**config.mk**
```make
export PLATFORM = sky130hd
export DESIGN_NAME = date_to_day_number
export DESIGN_NICKNAME = d
export VERILOG_FILES = /design/src/design/d2dn_pkg.sv /design/src/design/d2dn_front.sv /design/src/design/d2dn_count.sv /design/src/design/d2dn_week.sv /design/src/design/date_to_day_number.sv
export SDC_FILE = /design/constraint.sdc
export NUM_CORES = 1
export LEC_CHECK = 0
export ABC_AREA = 1
export BUFFER_PORTS_ARGS = -buffer_cell sky130_fd_sc_hd__buf_4
export CORE_ASPECT_RATIO = 2
export CORE_MARGIN = 2
export CORE_UTILIZATION = 62
export DETAILED_ROUTE_END_ITERATION = 10
export GPL_ROUTABILITY_DRIVEN = 0
export PLACE_DENSITY = 0.79
export SLEW_MARGIN = 20
export SYNTH_ARGS = -nofsm -noshare
export SYNTH_HDL_FRONTEND = slang
export SYNTH_SLANG_ARGS = --single-unit
```
**constraint.sdc**
```tcl
create_clock -name clock -period 18.7 [get_ports clock]
set_input_delay 3.74 -clock clock [delete_from_list [all_inputs] [get_ports clock]]
set_output_delay 3.74 -clock clock [all_outputs]
set_load 0.03 [all_outputs]
```
**src/design/d2dn_pkg.sv**
```systemverilog
// ----------------------------------------------------------------------------
// d2dn_pkg
// Shared types, constants and calendar tables for the date to day number
// pipeline.
// ----------------------------------------------------------------------------
package d2dn_pkg;

   // Fixed field widths of the request and response beats.
   localparam int unsigned MONTH_W    = 4;
   localparam int unsigned DAY_W      = 5;
   localparam int unsigned COUNT_W    = 23;
   localparam int unsigned WEEKDAY_W  = 3;
   localparam int unsigned YEAR_DAY_W = 9;

   // Calendar constants.
   localparam logic [MONTH_W-1:0] MONTH_LAST  = 4'd11;
   localparam logic [MONTH_W-1:0] MONTH_FEB   = 4'd1;
   localparam logic [MONTH_W-1:0] MONTH_MAR   = 4'd2;
   localparam int unsigned REFORM_LAST_DAY    = 577737;
   localparam int unsigned REFORM_YEAR        = 1582;
   localparam int unsigned REFORM_SKIP        = 10;
   localparam int unsigned JULIAN_OFFSET      = 12;
   localparam int unsigned DAYS_PER_YEAR      = 365;
   localparam int unsigned WEEK_OFFSET        = 5;
   localparam int unsigned WEEK_DAYS          = 7;

   // Division by 25 as a multiply by a scaled reciprocal. Exact for
   // dividends below 2^20, which covers every supported year width.
   localparam int unsigned RECIP_W     = 20;
   localparam int unsigned RECIP_25    = 671089;
   localparam int unsigned RECIP_SHIFT = 24;

   // Width of the octal digit sum used for the weekday.
   localparam int unsigned DIGIT_SUM_W = 8;

   // Number of registered stages from an accepted request to its response strobe.
   localparam int unsigned PIPE_DEPTH = 6;

   // Control bits that travel with every pipeline stage.
   typedef struct packed {
      logic valid;
      logic ok;
   } ctl_type;

   // Days before the first of each month in a common year.
   function automatic logic [YEAR_DAY_W-1:0] month_start(input logic [MONTH_W-1:0] m);
      logic [YEAR_DAY_W-1:0] s;
      unique case (m)
         4'd0:    s = 9'd0;
         4'd1:    s = 9'd31;
         4'd2:    s = 9'd59;
         4'd3:    s = 9'd90;
         4'd4:    s = 9'd120;
         4'd5:    s = 9'd151;
         4'd6:    s = 9'd181;
         4'd7:    s = 9'd212;
         4'd8:    s = 9'd243;
         4'd9:    s = 9'd273;
         4'd10:   s = 9'd304;
         4'd11:   s = 9'd334;
         default: s = 9'd0;
      endcase
      return s;
   endfunction

   // Length of each month in a common year.
   function automatic logic [DAY_W-1:0] month_len(input logic [MONTH_W-1:0] m);
      logic [DAY_W-1:0] l;
      unique case (m)
         4'd1:                                    l = 5'd28;
         4'd3, 4'd5, 4'd8, 4'd10:                 l = 5'd30;
         4'd0, 4'd2, 4'd4, 4'd6, 4'd7, 4'd9, 4'd11: l = 5'd31;
         default:                                 l = 5'd0;
      endcase
      return l;
   endfunction

endpackage

```
**src/design/d2dn_front.sv**
```systemverilog
// ----------------------------------------------------------------------------
// d2dn_front
// First pipeline stage: month table lookup, range checks on the request,
// and the multiplications for (year - 1) * 365 and the divisions by 25.
// ----------------------------------------------------------------------------
module d2dn_front #(
   parameter int unsigned YEAR_WIDTH = 14
) (
   input  logic                               clock,
   input  logic                               reset,
   input  logic                               in_valid,
   input  logic [YEAR_WIDTH-1:0]              year,
   input  logic [d2dn_pkg::MONTH_W-1:0]       month_index,
   input  logic [d2dn_pkg::DAY_W-1:0]         day_of_month,
   output d2dn_pkg::ctl_type                  ctl_out,
   output logic [YEAR_WIDTH-1:0]              year_out,
   output logic [YEAR_WIDTH+8:0]              p365_out,
   output logic [YEAR_WIDTH-3:0]              pquarter_out,
   output logic [YEAR_WIDTH+d2dn_pkg::RECIP_W-3:0] prod_p_out,
   output logic [YEAR_WIDTH+d2dn_pkg::RECIP_W-3:0] prod_y_out,
   output logic [d2dn_pkg::YEAR_DAY_W-1:0]    mstart_out,
   output logic [d2dn_pkg::DAY_W-1:0]         mlen_out,
   output logic                               feb_out,
   output logic                               late_month_out,
   output logic                               year_early_out,
   output logic                               past_reform_out,
   output logic [d2dn_pkg::DAY_W-1:0]         day_out
);

   localparam int unsigned YW     = YEAR_WIDTH;
   localparam int unsigned QIN_W  = YW - 2;
   localparam int unsigned PROD_W = QIN_W + d2dn_pkg::RECIP_W;
   localparam int unsigned NW     = YW + 9;

   localparam logic [NW-1:0]     DAYS_YEAR = NW'(d2dn_pkg::DAYS_PER_YEAR);
   localparam logic [PROD_W-1:0] RECIP     = PROD_W'(d2dn_pkg::RECIP_25);
   localparam logic [YW-1:0]     REFORM_Y  = YW'(d2dn_pkg::REFORM_YEAR);

   logic              valid_ff, valid_in;
   logic              ok_ff, ok_in;
   logic [YW-1:0]     prev_year;
   logic [YW-1:0]     year_ff;
   logic [NW-1:0]     p365_ff, p365_in;
   logic [QIN_W-1:0]  pquarter_ff;
   logic [PROD_W-1:0] prod_p_ff, prod_p_in;
   logic [PROD_W-1:0] prod_y_ff, prod_y_in;
   logic [d2dn_pkg::YEAR_DAY_W-1:0] mstart_ff;
   logic [d2dn_pkg::DAY_W-1:0]      mlen_ff;
   logic              feb_ff, late_month_ff, year_early_ff, past_reform_ff;
   logic [d2dn_pkg::DAY_W-1:0]      day_ff;

   // Elapsed whole years, the range checks and the products.
   always_comb begin
      prev_year = year - YW'(1);
      valid_in  = in_valid;
      ok_in     = (year != '0) && (month_index <= d2dn_pkg::MONTH_LAST) &&
                  (day_of_month != '0);
      p365_in   = NW'(prev_year) * DAYS_YEAR;
      prod_p_in = PROD_W'(prev_year[YW-1:2]) * RECIP;
      prod_y_in = PROD_W'(year[YW-1:2]) * RECIP;
   end

   // Stage valid bit.
   always_ff @(posedge clock) begin
      if (reset) begin
         valid_ff <= 1'b0;
      end else begin
         valid_ff <= valid_in;
      end
   end

   // Stage payload.
   always_ff @(posedge clock) begin
      ok_ff          <= ok_in;
      year_ff        <= year;
      p365_ff        <= p365_in;
      pquarter_ff    <= prev_year[YW-1:2];
      prod_p_ff      <= prod_p_in;
      prod_y_ff      <= prod_y_in;
      mstart_ff      <= d2dn_pkg::month_start(month_index);
      mlen_ff        <= d2dn_pkg::month_len(month_index);
      feb_ff         <= (month_index == d2dn_pkg::MONTH_FEB);
      late_month_ff  <= (month_index >= d2dn_pkg::MONTH_MAR);
      year_early_ff  <= (year < REFORM_Y);
      past_reform_ff <= (prev_year > REFORM_Y);
      day_ff         <= day_of_month;
   end

   assign ctl_out         = '{valid: valid_ff, ok: ok_ff};
   assign year_out        = year_ff;
   assign p365_out        = p365_ff;
   assign pquarter_out    = pquarter_ff;
   assign prod_p_out      = prod_p_ff;
   assign prod_y_out      = prod_y_ff;
   assign mstart_out      = mstart_ff;
   assign mlen_out        = mlen_ff;
   assign feb_out         = feb_ff;
   assign late_month_out  = late_month_ff;
   assign year_early_out  = year_early_ff;
   assign past_reform_out = past_reform_ff;
   assign day_out         = day_ff;

endmodule

```
**src/design/d2dn_count.sv**
```systemverilog
// ----------------------------------------------------------------------------
// d2dn_count
// Stages two to four: leap year decision and day check, the year base
// count, the day count and the reform correction with the day of year.
// ----------------------------------------------------------------------------
module d2dn_count #(
   parameter int unsigned YEAR_WIDTH = 14
) (
   input  logic                               clock,
   input  logic                               reset,
   input  d2dn_pkg::ctl_type                  ctl_in,
   input  logic [YEAR_WIDTH-1:0]              year,
   input  logic [YEAR_WIDTH+8:0]              p365,
   input  logic [YEAR_WIDTH-3:0]              pquarter,
   input  logic [YEAR_WIDTH+d2dn_pkg::RECIP_W-3:0] prod_p,
   input  logic [YEAR_WIDTH+d2dn_pkg::RECIP_W-3:0] prod_y,
   input  logic [d2dn_pkg::YEAR_DAY_W-1:0]    mstart,
   input  logic [d2dn_pkg::DAY_W-1:0]         mlen,
   input  logic                               feb,
   input  logic                               late_month,
   input  logic                               year_early,
   input  logic                               past_reform,
   input  logic [d2dn_pkg::DAY_W-1:0]         day,
   output d2dn_pkg::ctl_type                  ctl_out,
   output logic [YEAR_WIDTH+8:0]              count_out,
   output logic [d2dn_pkg::YEAR_DAY_W-1:0]    year_day_out
);

   localparam int unsigned YW    = YEAR_WIDTH;
   localparam int unsigned QIN_W = YW - 2;
   localparam int unsigned QW    = YW - 6;
   localparam int unsigned NW    = YW + 9;
   localparam int unsigned YDW   = d2dn_pkg::YEAR_DAY_W;

   localparam logic [NW-1:0]  JULIAN_FIX = NW'(d2dn_pkg::JULIAN_OFFSET);
   localparam logic [NW-1:0]  LAST_DAY   = NW'(d2dn_pkg::REFORM_LAST_DAY);
   localparam logic [NW-1:0]  SKIP_N     = NW'(d2dn_pkg::REFORM_SKIP);
   localparam logic [YDW-1:0] SKIP_YD    = YDW'(d2dn_pkg::REFORM_SKIP);

   // Stage two signals.
   logic [QW-1:0]    qy, qp;
   logic [QIN_W-1:0] qy_x25;
   logic             by4, cent, quad_cent, leap;
   logic [d2dn_pkg::DAY_W:0] max_day;
   logic             s2_valid_ff, s2_valid_in;
   logic             s2_ok_ff, s2_ok_in;
   logic [NW-1:0]    s2_base_ff, s2_base_in;
   logic [YDW-1:0]   s2_offset_ff, s2_offset_in;

   // Stage three signals.
   logic             s3_valid_ff;
   logic             s3_ok_ff;
   logic [NW-1:0]    s3_count_ff, s3_count_in;
   logic [NW-1:0]    s3_first_ff, s3_first_in;
   logic [YDW-1:0]   s3_offset_ff;

   // Stage four signals.
   logic             late_n, late_f;
   logic             s4_valid_ff;
   logic             s4_ok_ff;
   logic [NW-1:0]    s4_count_ff, s4_count_in;
   logic [YDW-1:0]   s4_yd_ff, s4_yd_in;

   // Quotients by 100 from the reciprocal products, then the leap rule.
   // A year is a century year when its quarter is a multiple of 25.
   always_comb begin
      qy        = prod_y[d2dn_pkg::RECIP_SHIFT +: QW];
      qp        = prod_p[d2dn_pkg::RECIP_SHIFT +: QW];
      qy_x25    = {qy, 4'b0000} + QIN_W'({qy, 3'b000}) + QIN_W'(qy);
      by4       = (year[1:0] == 2'b00);
      cent      = by4 && (qy_x25 == year[YW-1:2]);
      quad_cent = cent && (qy[1:0] == 2'b00);
      leap      = by4 && (year_early || !cent || quad_cent);
      max_day   = {1'b0, mlen} + (d2dn_pkg::DAY_W+1)'(feb && leap);
   end

   // Year base count with the Gregorian century terms, and the offset
   // of the day within its year.
   always_comb begin
      s2_valid_in  = ctl_in.valid;
      s2_ok_in     = ctl_in.ok && ({1'b0, day} <= max_day);
      s2_base_in   = p365 + NW'(pquarter);
      if (past_reform) begin
         s2_base_in = s2_base_in + NW'(qp >> 2) + JULIAN_FIX - NW'(qp);
      end
      s2_offset_in = mstart + YDW'(late_month && leap) + YDW'(day);
   end

   // Raw day count of the date and of the first of its year.
   always_comb begin
      s3_count_in = s2_base_ff + NW'(s2_offset_ff);
      s3_first_in = s2_base_ff + NW'(1);
   end

   // Reform correction of both counts; the day of year follows from the
   // difference of the two corrections.
   always_comb begin
      late_n      = (s3_count_ff > LAST_DAY);
      late_f      = (s3_first_ff > LAST_DAY);
      s4_count_in = late_n ? (s3_count_ff - SKIP_N) : s3_count_ff;
      s4_yd_in    = s3_offset_ff;
      if (late_n) begin
         s4_yd_in = s4_yd_in - SKIP_YD;
      end
      if (late_f) begin
         s4_yd_in = s4_yd_in + SKIP_YD;
      end
   end

   // Valid bits of the three stages.
   always_ff @(posedge clock) begin
      if (reset) begin
         s2_valid_ff <= 1'b0;
         s3_valid_ff <= 1'b0;
         s4_valid_ff <= 1'b0;
      end else begin
         s2_valid_ff <= s2_valid_in;
         s3_valid_ff <= s2_valid_ff;
         s4_valid_ff <= s3_valid_ff;
      end
   end

   // Payload of the three stages.
   always_ff @(posedge clock) begin
      s2_ok_ff     <= s2_ok_in;
      s2_base_ff   <= s2_base_in;
      s2_offset_ff <= s2_offset_in;
      s3_ok_ff     <= s2_ok_ff;
      s3_count_ff  <= s3_count_in;
      s3_first_ff  <= s3_first_in;
      s3_offset_ff <= s2_offset_ff;
      s4_ok_ff     <= s3_ok_ff;
      s4_count_ff  <= s4_count_in;
      s4_yd_ff     <= s4_yd_in;
   end

   assign ctl_out      = '{valid: s4_valid_ff, ok: s4_ok_ff};
   assign count_out    = s4_count_ff;
   assign year_day_out = s4_yd_ff;

endmodule

```
**src/design/d2dn_week.sv**
```systemverilog
// ----------------------------------------------------------------------------
// d2dn_week
// Stages five and six: weekday from the day count through an octal digit
// sum (eight is one modulo seven), and the registered response.
// ----------------------------------------------------------------------------
module d2dn_week #(
   parameter int unsigned YEAR_WIDTH = 14
) (
   input  logic                              clock,
   input  logic                              reset,
   input  d2dn_pkg::ctl_type                 ctl_in,
   input  logic [YEAR_WIDTH+8:0]             count,
   input  logic [d2dn_pkg::YEAR_DAY_W-1:0]   year_day,
   output logic                              rsp_strobe,
   output logic                              rsp_date_ok,
   output logic [d2dn_pkg::COUNT_W-1:0]      rsp_day_count,
   output logic [d2dn_pkg::WEEKDAY_W-1:0]    rsp_weekday,
   output logic [d2dn_pkg::YEAR_DAY_W-1:0]   rsp_year_day
);

   localparam int unsigned NW   = YEAR_WIDTH + 9;
   localparam int unsigned NDIG = (NW + 2) / 3;
   localparam int unsigned SW   = d2dn_pkg::DIGIT_SUM_W;
   localparam int unsigned WW   = d2dn_pkg::WEEKDAY_W;
   localparam int unsigned CW   = d2dn_pkg::COUNT_W;
   localparam int unsigned YDW  = d2dn_pkg::YEAR_DAY_W;

   localparam logic [WW-1:0] WDAYS  = WW'(d2dn_pkg::WEEK_DAYS);
   localparam logic [WW-1:0] WSHIFT = WW'(d2dn_pkg::WEEK_OFFSET);

   // Stage five signals.
   logic [NDIG*3-1:0] padded;
   logic [SW-1:0]     s5_sum_ff, s5_sum_in;
   logic              s5_valid_ff;
   logic              s5_ok_ff;
   logic [CW-1:0]     s5_count_ff;
   logic [YDW-1:0]    s5_yd_ff;

   // Stage six signals.
   logic [4:0]        fold1;
   logic [3:0]        fold2;
   logic [WW-1:0]     rem7;
   logic [WW:0]       shifted;
   logic [WW-1:0]     wday;
   logic              strobe_ff;
   logic              ok_ff;
   logic [CW-1:0]     count_ff;
   logic [WW-1:0]     wday_ff;
   logic [YDW-1:0]    yd_ff;

   // Sum of the octal digits of the count keeps its value modulo seven.
   always_comb begin
      padded    = (NDIG*3)'(count);
      s5_sum_in = '0;
      for (int i = 0; i < NDIG; i++) begin
         s5_sum_in = s5_sum_in + SW'(padded[3*i +: 3]);
      end
   end

   // Fold the digit sum down to a remainder, then shift the week so that
   // zero is Sunday.
   always_comb begin
      fold1   = 5'(s5_sum_ff[7:6]) + 5'(s5_sum_ff[5:3]) + 5'(s5_sum_ff[2:0]);
      fold2   = 4'(fold1[4:3]) + 4'(fold1[2:0]);
      rem7    = (fold2 >= 4'(WDAYS)) ? WW'(fold2 - 4'(WDAYS)) : WW'(fold2);
      shifted = (WW+1)'(rem7) + (WW+1)'(WSHIFT);
      wday    = (shifted >= (WW+1)'(WDAYS)) ? WW'(shifted - (WW+1)'(WDAYS))
                                             : WW'(shifted);
   end

   // Valid bits of both stages.
   always_ff @(posedge clock) begin
      if (reset) begin
         s5_valid_ff <= 1'b0;
         strobe_ff   <= 1'b0;
      end else begin
         s5_valid_ff <= ctl_in.valid;
         strobe_ff   <= s5_valid_ff;
      end
   end

   // Payload; an invalid date gives all zero fields.
   always_ff @(posedge clock) begin
      s5_ok_ff    <= ctl_in.ok;
      s5_sum_ff   <= s5_sum_in;
      s5_count_ff <= CW'(count);
      s5_yd_ff    <= year_day;
      ok_ff       <= s5_ok_ff;
      count_ff    <= s5_ok_ff ? s5_count_ff : '0;
      wday_ff     <= s5_ok_ff ? wday : '0;
      yd_ff       <= s5_ok_ff ? s5_yd_ff : '0;
   end

   assign rsp_strobe    = strobe_ff;
   assign rsp_date_ok   = ok_ff;
   assign rsp_day_count = count_ff;
   assign rsp_weekday   = wday_ff;
   assign rsp_year_day  = yd_ff;

endmodule

```
**src/design/date_to_day_number.sv**
```systemverilog
// ----------------------------------------------------------------------------
// date_to_day_number
// Converts a calendar date to its day count since 1 January AD 1, with a
// validity flag, the weekday and the day of year.
// ----------------------------------------------------------------------------
// The block takes one date in every clock cycle while busy is low and answers
// each one in order with a one-cycle rsp_strobe; it has no flow control on
// the response side, so the receiver must take every beat as it comes.
// The pipeline stages, in order, are: table lookup and the multiplies,
// the leap decision with the year base count, the raw day count, the
// calendar reform correction, the weekday digit sum, and the output
// register. busy is high only while reset is held and in the cycle after.
// Invalid dates come back with rsp_date_ok low and all other fields zero.
// ----------------------------------------------------------------------------
module date_to_day_number #(
   parameter int unsigned YEAR_WIDTH = 14
) (
   input  logic                              clock,
   input  logic                              reset,
   input  logic                              start,
   output logic                              busy,
   input  logic [YEAR_WIDTH-1:0]             req_year,
   input  logic [d2dn_pkg::MONTH_W-1:0]      req_month_index,
   input  logic [d2dn_pkg::DAY_W-1:0]        req_day_of_month,
   output logic                              rsp_strobe,
   output logic                              rsp_date_ok,
   output logic [d2dn_pkg::COUNT_W-1:0]      rsp_day_count,
   output logic [d2dn_pkg::WEEKDAY_W-1:0]    rsp_weekday,
   output logic [d2dn_pkg::YEAR_DAY_W-1:0]   rsp_year_day
);

   localparam int unsigned YW     = YEAR_WIDTH;
   localparam int unsigned PROD_W = YW - 2 + d2dn_pkg::RECIP_W;
   localparam int unsigned NW     = YW + 9;

   logic                busy_ff, busy_in;
   logic                accept;

   d2dn_pkg::ctl_type   front_ctl;
   logic [YW-1:0]       front_year;
   logic [NW-1:0]       front_p365;
   logic [YW-3:0]       front_pquarter;
   logic [PROD_W-1:0]   front_prod_p;
   logic [PROD_W-1:0]   front_prod_y;
   logic [d2dn_pkg::YEAR_DAY_W-1:0] front_mstart;
   logic [d2dn_pkg::DAY_W-1:0]      front_mlen;
   logic                front_feb;
   logic                front_late_month;
   logic                front_year_early;
   logic                front_past_reform;
   logic [d2dn_pkg::DAY_W-1:0]      front_day;

   d2dn_pkg::ctl_type   count_ctl;
   logic [NW-1:0]       count_value;
   logic [d2dn_pkg::YEAR_DAY_W-1:0] count_year_day;

   // Busy holds off requests while the pipeline valid bits are cleared.
   assign busy_in = 1'b0;
   always_ff @(posedge clock) begin
      if (reset) begin
         busy_ff <= 1'b1;
      end else begin
         busy_ff <= busy_in;
      end
   end

   assign busy   = busy_ff;
   assign accept = start && !busy_ff;

   // Stage one.
   d2dn_front #(
      .YEAR_WIDTH (YEAR_WIDTH)
   ) u_front (
      .clock           (clock),
      .reset           (reset),
      .in_valid        (accept),
      .year            (req_year),
      .month_index     (req_month_index),
      .day_of_month    (req_day_of_month),
      .ctl_out         (front_ctl),
      .year_out        (front_year),
      .p365_out        (front_p365),
      .pquarter_out    (front_pquarter),
      .prod_p_out      (front_prod_p),
      .prod_y_out      (front_prod_y),
      .mstart_out      (front_mstart),
      .mlen_out        (front_mlen),
      .feb_out         (front_feb),
      .late_month_out  (front_late_month),
      .year_early_out  (front_year_early),
      .past_reform_out (front_past_reform),
      .day_out         (front_day)
   );

   // Stages two to four.
   d2dn_count #(
      .YEAR_WIDTH (YEAR_WIDTH)
   ) u_count (
      .clock        (clock),
      .reset        (reset),
      .ctl_in       (front_ctl),
      .year         (front_year),
      .p365         (front_p365),
      .pquarter     (front_pquarter),
      .prod_p       (front_prod_p),
      .prod_y       (front_prod_y),
      .mstart       (front_mstart),
      .mlen         (front_mlen),
      .feb          (front_feb),
      .late_month   (front_late_month),
      .year_early   (front_year_early),
      .past_reform  (front_past_reform),
      .day          (front_day),
      .ctl_out      (count_ctl),
      .count_out    (count_value),
      .year_day_out (count_year_day)
   );

   // Stages five and six.
   d2dn_week #(
      .YEAR_WIDTH (YEAR_WIDTH)
   ) u_week (
      .clock         (clock),
      .reset         (reset),
      .ctl_in        (count_ctl),
      .count         (count_value),
      .year_day      (count_year_day),
      .rsp_strobe    (rsp_strobe),
      .rsp_date_ok   (rsp_date_ok),
      .rsp_day_count (rsp_day_count),
      .rsp_weekday   (rsp_weekday),
      .rsp_year_day  (rsp_year_day)
   );

   // Every response beat goes back to a request taken at the input and carried
   // through every pipeline stage.
   a_latency: assert property (@(posedge clock) disable iff (reset)
      rsp_strobe |-> $past(accept, d2dn_pkg::PIPE_DEPTH))
      else $error("response beat without a matching request");

   // A rejected date carries only zeros.
   a_invalid_zero: assert property (@(posedge clock) disable iff (reset)
      (rsp_strobe && !rsp_date_ok) |->
         (rsp_day_count == '0) && (rsp_weekday == '0) && (rsp_year_day == '0))
      else $error("invalid date with nonzero fields");

   // A valid date has a weekday below seven and a day of year in 1 to 366.
   a_valid_range: assert property (@(posedge clock) disable iff (reset)
      (rsp_strobe && rsp_date_ok) |->
         (rsp_weekday < 3'd7) && (rsp_year_day != '0) && (rsp_year_day <= 9'd366))
      else $error("weekday or day of year out of range");

endmodule

```
==> run_summary.xml, run 1 <==
<?xml version="1.0" encoding="UTF-8"?>
<metrics>
  <group name="outcome">
    <metric name="status" unit="">completed</metric>
  </group>
  <group name="global_route">
    <metric name="grt_pass1_vias" unit="">21200</metric>
    <metric name="number_of_antenna_violations_at_the_first_check_in_global_routing" unit="">1</metric>
    <metric name="gr-total-overflow" unit="">0</metric>
    <metric name="grt_pass1_wl" unit="mm">101</metric>
    <metric name="grtUsageTotal" unit="%">33.1</metric>
    <metric name="largest_net_degree_at_the_start_of_global_routing" unit="">37</metric>
  </group>
  <group name="layout">
    <metric name="drive_above_1_share" unit="%">5.51</metric>
    <metric name="nFillCells" unit="">2996</metric>
    <metric name="antenna_cells_inserted" unit="">0</metric>
    <metric name="final_net_count" unit="">3482</metric>
    <metric name="post-route-util" unit="%">67.7</metric>
    <metric name="area_growth" unit="%">8.14</metric>
  </group>
  <group name="drt">
    <metric name="drt_first_iter_violations" unit="">905</metric>
    <metric name="routed-via-count" unit="">19200</metric>
    <metric name="ant_nets" unit="">0</metric>
    <metric name="drt-pass1-iter-count" unit="">7</metric>
    <metric name="m1WireLength" unit="mm">18.3</metric>
    <metric name="detail_route.wirelength" unit="mm">63.6</metric>
    <metric name="routedWlPerCell" unit="um">18.9</metric>
    <metric name="post_drt_via_cell_ratio" unit="">5.69</metric>
    <metric name="wl_met2" unit="mm">35.2</metric>
    <metric name="routed.top_layer" unit="">met5</metric>
    <metric name="met3_wl_post_dr" unit="mm">2.75</metric>
    <metric name="route.detailed.drc" unit="">0</metric>
  </group>
  <group name="timing">
    <metric name="max_clock_freq" unit="MHz">99.3</metric>
    <metric name="setup_viol" unit="">0</metric>
    <metric name="final-max-slew-violation-count" unit="">0</metric>
    <metric name="hold_slack" unit="ns">0.327</metric>
    <metric name="period_minus_slack" unit="ns">10.07</metric>
    <metric name="report.final.hold_viol_count" unit="">0</metric>
    <metric name="fin_skew" unit="ns">0.0194</metric>
    <metric name="worstMarginPinSlew" unit="ns">1.12</metric>
    <metric name="max-slew-margin-rel" unit="%">24.3</metric>
    <metric name="period_share" unit="%">53.8</metric>
    <metric name="rsz0062_at_grt" unit="">no</metric>
    <metric name="tns" unit="ns">0</metric>
  </group>
  <group name="critical_path">
    <metric name="worstSetupEndpointType" unit="">flip-flop</metric>
    <metric name="critical_path.max_stage_delay" unit="ns">0.56</metric>
    <metric name="cp_data_required_time" unit="ns">19.17</metric>
    <metric name="timing.critical_path.from_type" unit="">input port</metric>
    <metric name="timing.critical_path.mode_cell" unit="">sky130_fd_sc_hd__inv_1</metric>
    <metric name="cp_max_fo" unit="">8</metric>
    <metric name="worst-endpoint-arrival" unit="ns">10.54</metric>
    <metric name="cpMaxStageDelayCell" unit="">sky130_fd_sc_hd__fa_1</metric>
    <metric name="worstSetupPathType" unit="">input port to flip-flop</metric>
  </group>
  <group name="job">
    <metric name="timing.max_cap.violations" unit="">0</metric>
  </group>
  <group name="cts">
    <metric name="cts-htree-levels" unit="">1</metric>
    <metric name="cts_resized" unit="">0</metric>
    <metric name="cts_setup_buffers" unit="">0</metric>
    <metric name="numCtsBuffers" unit="">26</metric>
    <metric name="tritoncts" unit="">yes</metric>
    <metric name="clock_path_buffers" unit="">3</metric>
    <metric name="tritoncts_num_sinks" unit="">291</metric>
    <metric name="root_buffer" unit="">sky130_fd_sc_hd__clkbuf_16</metric>
    <metric name="clkSlewWorstSetupHoldPaths" unit="ns">0.06</metric>
    <metric name="hold_buffers" unit="">0</metric>
    <metric name="worst_skew_pair.late_latency" unit="ns">0.59</metric>
  </group>
  <group name="yosys">
    <metric name="ys_seq_area_share" unit="%">24.5</metric>
    <metric name="syn_nets" unit="">3395</metric>
    <metric name="postSynth.topFlopCell" unit="">sky130_fd_sc_hd__dfxtp_1</metric>
    <metric name="yosysWarningCount" unit="">0</metric>
    <metric name="synth.cell_area" unit="um2">23700</metric>
    <metric name="synth_edf_count" unit="">0</metric>
    <metric name="postSynthRegisterBits" unit="">291</metric>
    <metric name="synth.lib_cells_used.distinct" unit="">53</metric>
    <metric name="syn-instance-count" unit="">2801</metric>
    <metric name="syn_area_per_cell" unit="um2">8.47</metric>
    <metric name="synth-async-reset-ratio" unit="%">0</metric>
  </group>
  <group name="worst_hold_path">
    <metric name="class_of_the_most_critical_hold_timing_path" unit="">flip-flop to flip-flop</metric>
  </group>
  <group name="place">
    <metric name="dpl.hpwl" unit="mm">52.7</metric>
    <metric name="io_buffer_count" unit="">63</metric>
  </group>
  <group name="floorplanning">
    <metric name="die_width" unit="um">142</metric>
    <metric name="die_height" unit="um">281</metric>
    <metric name="fp_rows" unit="">101</metric>
    <metric name="floorplan.io_pins" unit="">64</metric>
    <metric name="design.core.area" unit="um2">37900</metric>
    <metric name="die-area" unit="um2">40000</metric>
    <metric name="initial_utilization" unit="%">62.6</metric>
  </group>
</metrics>
synthesized netlist by cell type, types with 40 or more instances:
| cell | count | share of area (%) |
|---|---|---|
| sky130_fd_sc_hd__a21oi_1 | 126 | 2.7 |
| sky130_fd_sc_hd__dfxtp_1 | 291 | 25 |
| sky130_fd_sc_hd__fa_1 | 208 | 18 |
| sky130_fd_sc_hd__ha_1 | 360 | 19 |
| sky130_fd_sc_hd__inv_1 | 574 | 9.1 |
| sky130_fd_sc_hd__nand2_1 | 471 | 7.4 |
| sky130_fd_sc_hd__nand3_1 | 116 | 2.4 |
| sky130_fd_sc_hd__nand4_1 | 40 | 1.1 |
| sky130_fd_sc_hd__nor2_1 | 163 | 2.6 |
| sky130_fd_sc_hd__o21ai_0 | 90 | 1.9 |
| sky130_fd_sc_hd__xnor2_1 | 48 | 1.8 |
| sky130_fd_sc_hd__xor2_1 | 104 | 3.8 |
cell type report:
class / count / area (um2) / share of cell area [%]
clock inverters: 14 / 181 / 0.707
multi-input cells: 1923 / 15700 / 61.1
clock buffers: 32 / 703 / 2.74
flip-flops and latches: 291 / 5830 / 22.7
repair buffers: 70 / 526 / 2.05
inverters: 576 / 2160 / 8.42
well taps: 463 / 579 / 2.26
placed cells by master, fill, tap and decap left out, drive strengths merged, types with 92 or more instances in the layout:
| cell type | netlist | final |
|---|---|---|
| xor2 | 107 | 107 |
| o21ai | 92 | 92 |
| a21oi | 126 | 126 |
| dfxtp | 291 | 291 |
| nor2 | 174 | 174 |
| ha | 360 | 360 |
| fa | 208 | 208 |
| inv | 576 | 580 |
| nand3 | 118 | 118 |
| nand2 | 479 | 479 |
cells by family after synthesis:
kind of cell | share of synthesized area, %
flops | 24.5
xor+xnor | 5.81
compound gates | 7.34
fa+ha+maj | 36.5
buf+inv | 9.36
simple gates | 16.4
layer usage:
metal  vias up  track usage [%]
met5         -                0
met4         2             31.7
met3       403             5.62
met2       667             64.3
met1      9037             26.5
li1       9051                -
state kept, by name, indices dropped and copies added, names as in the netlist, 3 cells and up:
signal / count
u_week.s5_count_ff: 23
u_week.rsp_day_count: 23
u_count.year_day_out: 9
u_front.prod_p_out: 8
u_front.pquarter_out: 12
u_count.s3_offset_ff: 9
u_count.s3_count_ff: 23
u_front.mstart_out: 9
u_week.rsp_weekday: 3
u_week.rsp_year_day: 9
u_count.count_out: 23
u_count.s3_first_ff: 23
u_front.year_out: 14
u_week.s5_yd_ff: 9
u_front.p365_out: 23
u_week.s5_sum_ff: 6
u_front.day_out: 5
u_count.s2_offset_ff: 9
u_front.prod_y_out: 8
u_front.mlen_out: 3
u_count.s2_base_ff: 23
worst max-delay path, delay by kind of cell:
| family | cells | cell delay, ns |
|---|---|---|
| fa+ha+maj | 8 | 3.46 |
| simple gates | 12 | 1.69 |
| xor+xnor | 1 | 0.17 |
| compound gates | 1 | 0.25 |
| buf+inv | 10 | 1.20 |
final timing paths:
| kind | start | endpoint | slack [ns] | cells after the start |
|---|---|---|---|---|
| worst max-delay path | req_year[0] | u_front.prod_p_out[30] | 8.63 | 32 |
| worst min-delay path | u_count.year_day_out[6] | u_week.s5_yd_ff[6] | 0.33 | 0 |
| worst max register to register | u_front.p365_out[0] | u_count.s2_base_ff[15] | 13.42 | 17 |
| worst min register to register | u_count.year_day_out[6] | u_week.s5_yd_ff[6] | 0.33 | 0 |
stage by stage:
step	setup WS, ns	instance area, um2	instances
after detailed placement	8.35	24800	3323
after global placement	8.68	24800	3323
after global routing	8.32	25700	3369
final	8.63	25700	3369
after floorplan	9.10	23700	2801
after CTS	8.80	25700	3369
Power of run 1 is left out: the tool's default activity adds up to more than one toggle a clock period on the data nets, which glitch-free logic cannot reach.
==> run 2, diff against run 1 <==
- ABC_AREA: 1 -> 0
- clock period: 18.7 -> 9.3 ns (I/O delays scaled with it)
==> run_summary.xml, run 2 <==
<?xml version="1.0" encoding="UTF-8"?>
<metrics>
  <group name="timing">
    <metric name="setup_viol" unit="">0</metric>
    <metric name="fin_skew" unit="ns">0.0137</metric>
    <metric name="tns" unit="ns">0</metric>
    <metric name="rsz0062_at_grt" unit="">no</metric>
    <metric name="worstMarginPinSlew" unit="ns">0.959</metric>
    <metric name="max-slew-margin-rel" unit="%">35.8</metric>
    <metric name="period_minus_slack" unit="ns">7.98</metric>
    <metric name="final-max-slew-violation-count" unit="">0</metric>
    <metric name="period_share" unit="%">85.8</metric>
    <metric name="report.final.hold_viol_count" unit="">0</metric>
    <metric name="max_clock_freq" unit="MHz">125</metric>
  </group>
  <group name="yosys">
    <metric name="ys_seq_area_share" unit="%">26.9</metric>
    <metric name="netlist_top_cells_area" unit="">sky130_fd_sc_hd__dfxtp_1 27%, sky130_fd_sc_hd__ha_1 21%, sky130_fd_sc_hd__fa_1 19%, sky130_fd_sc_hd__inv_1 6.9%, sky130_fd_sc_hd__xnor2_1 5.2%</metric>
    <metric name="synth-async-reset-ratio" unit="%">0</metric>
    <metric name="synth_area_leader_cell" unit="">sky130_fd_sc_hd__dfxtp_1</metric>
    <metric name="post-synth-top-area-fraction" unit="%">26.9</metric>
    <metric name="synth_edf_count" unit="">0</metric>
    <metric name="postSynth.topFlopCell" unit="">sky130_fd_sc_hd__dfxtp_1</metric>
    <metric name="yosysWarningCount" unit="">0</metric>
    <metric name="synth.cell_area" unit="um2">21600</metric>
    <metric name="syn_area_per_cell" unit="um2">10.1</metric>
    <metric name="syn-instance-count" unit="">2142</metric>
    <metric name="syn_nets" unit="">2736</metric>
    <metric name="postSynthRegisterBits" unit="">290</metric>
    <metric name="most_repeated_cell_in_the_gate_level_netlist_after_synthesis" unit="">sky130_fd_sc_hd__inv_1</metric>
    <metric name="synth.cells.most_frequent" unit="">397 x sky130_fd_sc_hd__inv_1, 360 x sky130_fd_sc_hd__ha_1, 290 x sky130_fd_sc_hd__dfxtp_1</metric>
    <metric name="synth.lib_cells_used.distinct" unit="">67</metric>
  </group>
  <group name="layout">
    <metric name="drive_above_1_share" unit="%">6.76</metric>
    <metric name="antenna_cells_inserted" unit="">0</metric>
    <metric name="final_net_count" unit="">2825</metric>
    <metric name="mostFrequentLayoutCell" unit="">sky130_fd_sc_hd__inv_1</metric>
    <metric name="area_growth" unit="%">9.01</metric>
    <metric name="finalInstanceArea" unit="um2">23500</metric>
    <metric name="highest_count_cells_in_the_layout_ignoring_fill_and_taps" unit="">397 x sky130_fd_sc_hd__inv_1, 360 x sky130_fd_sc_hd__ha_1, 290 x sky130_fd_sc_hd__dfxtp_1</metric>
    <metric name="nFillCells" unit="">2571</metric>
  </group>
  <group name="drt">
    <metric name="post_drt_via_cell_ratio" unit="">5.61</metric>
    <metric name="drt-pass1-iter-count" unit="">5</metric>
    <metric name="route.detailed.drc" unit="">0</metric>
    <metric name="detail_route.wirelength" unit="mm">48.4</metric>
    <metric name="routed.top_layer" unit="">met4</metric>
    <metric name="routedWlPerCell" unit="um">18.0</metric>
    <metric name="m1WireLength" unit="mm">13.9</metric>
    <metric name="ant_nets" unit="">0</metric>
    <metric name="drt_first_iter_violations" unit="">497</metric>
    <metric name="met3_wl_post_dr" unit="mm">1.54</metric>
    <metric name="routed-via-count" unit="">15100</metric>
    <metric name="wl_met2" unit="mm">27.4</metric>
  </group>
  <group name="global_route">
    <metric name="grt_pass1_wl" unit="mm">79.8</metric>
    <metric name="grt_pass1_vias" unit="">17000</metric>
    <metric name="number_of_antenna_violations_at_the_first_check_in_global_routing" unit="">0</metric>
    <metric name="gr-total-overflow" unit="">0</metric>
    <metric name="grtUsageTotal" unit="%">28.3</metric>
    <metric name="largest_net_degree_at_the_start_of_global_routing" unit="">37</metric>
  </group>
  <group name="floorplanning">
    <metric name="die-area" unit="um2">36400</metric>
    <metric name="initial_utilization" unit="%">62.8</metric>
    <metric name="design.core.area" unit="um2">34400</metric>
    <metric name="die_height" unit="um">268</metric>
    <metric name="die_width" unit="um">136</metric>
    <metric name="fp_rows" unit="">96</metric>
    <metric name="floorplan.io_pins" unit="">64</metric>
  </group>
  <group name="place">
    <metric name="dpl-instance-area" unit="um2">22700</metric>
    <metric name="dpl.hpwl" unit="mm">40.8</metric>
    <metric name="io_buffer_count" unit="">63</metric>
  </group>
  <group name="cts">
    <metric name="hold_buffers" unit="">0</metric>
    <metric name="cts-htree-levels" unit="">1</metric>
    <metric name="cts_setup_buffers" unit="">0</metric>
    <metric name="root_buffer" unit="">sky130_fd_sc_hd__clkbuf_16</metric>
    <metric name="cts_resized" unit="">0</metric>
    <metric name="tritoncts_num_sinks" unit="">290</metric>
    <metric name="clkSlewWorstSetupHoldPaths" unit="ns">0.07</metric>
    <metric name="worst_skew_pair.late_latency" unit="ns">0.55</metric>
    <metric name="tritoncts" unit="">yes</metric>
    <metric name="clock_path_buffers" unit="">3</metric>
    <metric name="numCtsBuffers" unit="">25</metric>
  </group>
  <group name="worst_hold_path">
    <metric name="class_of_the_most_critical_hold_timing_path" unit="">flip-flop to flip-flop</metric>
  </group>
  <group name="critical_path">
    <metric name="worstSetupPathType" unit="">input port to flip-flop</metric>
    <metric name="worstSetupEndpointType" unit="">flip-flop</metric>
    <metric name="cp_data_required_time" unit="ns">9.78</metric>
    <metric name="cpMaxStageDelayCell" unit="">sky130_fd_sc_hd__fa_1</metric>
    <metric name="worst-endpoint-arrival" unit="ns">8.46</metric>
    <metric name="critical_path.max_stage_delay" unit="ns">0.56</metric>
    <metric name="timing.critical_path.mode_cell" unit="">sky130_fd_sc_hd__inv_1</metric>
    <metric name="timing.critical_path.from_type" unit="">input port</metric>
    <metric name="cp_max_fo" unit="">8</metric>
  </group>
  <group name="job">
    <metric name="timing.max_cap.violations" unit="">0</metric>
  </group>
  <group name="outcome">
    <metric name="status" unit="">completed</metric>
  </group>
</metrics>
run 2: per-stage QoR:
stage	util, %	instances	hold WS, ns	setup slack, ns
finish	68.5	2691	0.326	1.32
global route	68.5	2691	0.331	0.893
CTS	68.5	2691	0.324	1.34
detailed placement	66.0	2645	0.312	0.804
global placement	66.0	2645	0.311	1.00
floorplan	-	2142	0.310	1.43
run 2: layout make-up:
| cell class | instances | area (um2) | area share (%) |
|---|---|---|---|
| Clock buffer | 34 | 729 | 3.10 |
| Timing Repair Buffer | 77 | 578 | 2.46 |
| Clock inverter | 12 | 139 | 0.590 |
| Multi-Input combinational cell | 1439 | 14200 | 60.5 |
| Sequential cell | 290 | 5810 | 24.7 |
| Inverter | 398 | 1490 | 6.35 |
| Tap cell | 441 | 552 | 2.34 |
run 2: worst max-delay path: cells and delay by family:
| kind | cells | cell delay [ns] |
|---|---|---|
| adder cells (fa/ha/maj) | 8 | 2.99 |
| AND/OR/NAND/NOR | 8 | 1.67 |
| AO/OA/AOI/OAI | 4 | 0.94 |
| buffers and inverters | 8 | 0.71 |
| XOR/XNOR | 2 | 0.27 |
run 2: path summary, 6_finish.rpt:
check                            from                     end  slack (ns)  cells after the start
setup / recovery          req_year[3]  u_front.prod_p_out[31]        1.32                     30
hold reg to reg      u_count.s2_ok_ff        u_count.s3_ok_ff        0.33                      0
hold / removal       u_count.s2_ok_ff        u_count.s3_ok_ff        0.33                      0
setup reg to reg  u_front.p365_out[0]  u_count.s2_base_ff[22]        3.81                     21
run 2: cell families (layout without fill, tap and decap cells):
| group | after synthesis | in the layout | synth area share [%] |
|---|---|---|---|
| compound gates | 281 | 281 | 8.37 |
| mux | 14 | 14 | 0.707 |
| buf+inv | 413 | 521 | 7.19 |
| fa+ha+maj | 568 | 568 | 40.1 |
| flops | 290 | 290 | 26.9 |
| xor+xnor | 185 | 185 | 7.50 |
| simple gates | 391 | 391 | 9.20 |
run 2: routing by layer:
metal | track usage (%) | vias up
met3 | 3.23 | 268
met5 | 0 | -
met1 | 22.2 | 7259
li1 | - | 7144
met2 | 56.6 | 426
met4 | 26.9 | 0
Power of run 2 is left out for the same reason.
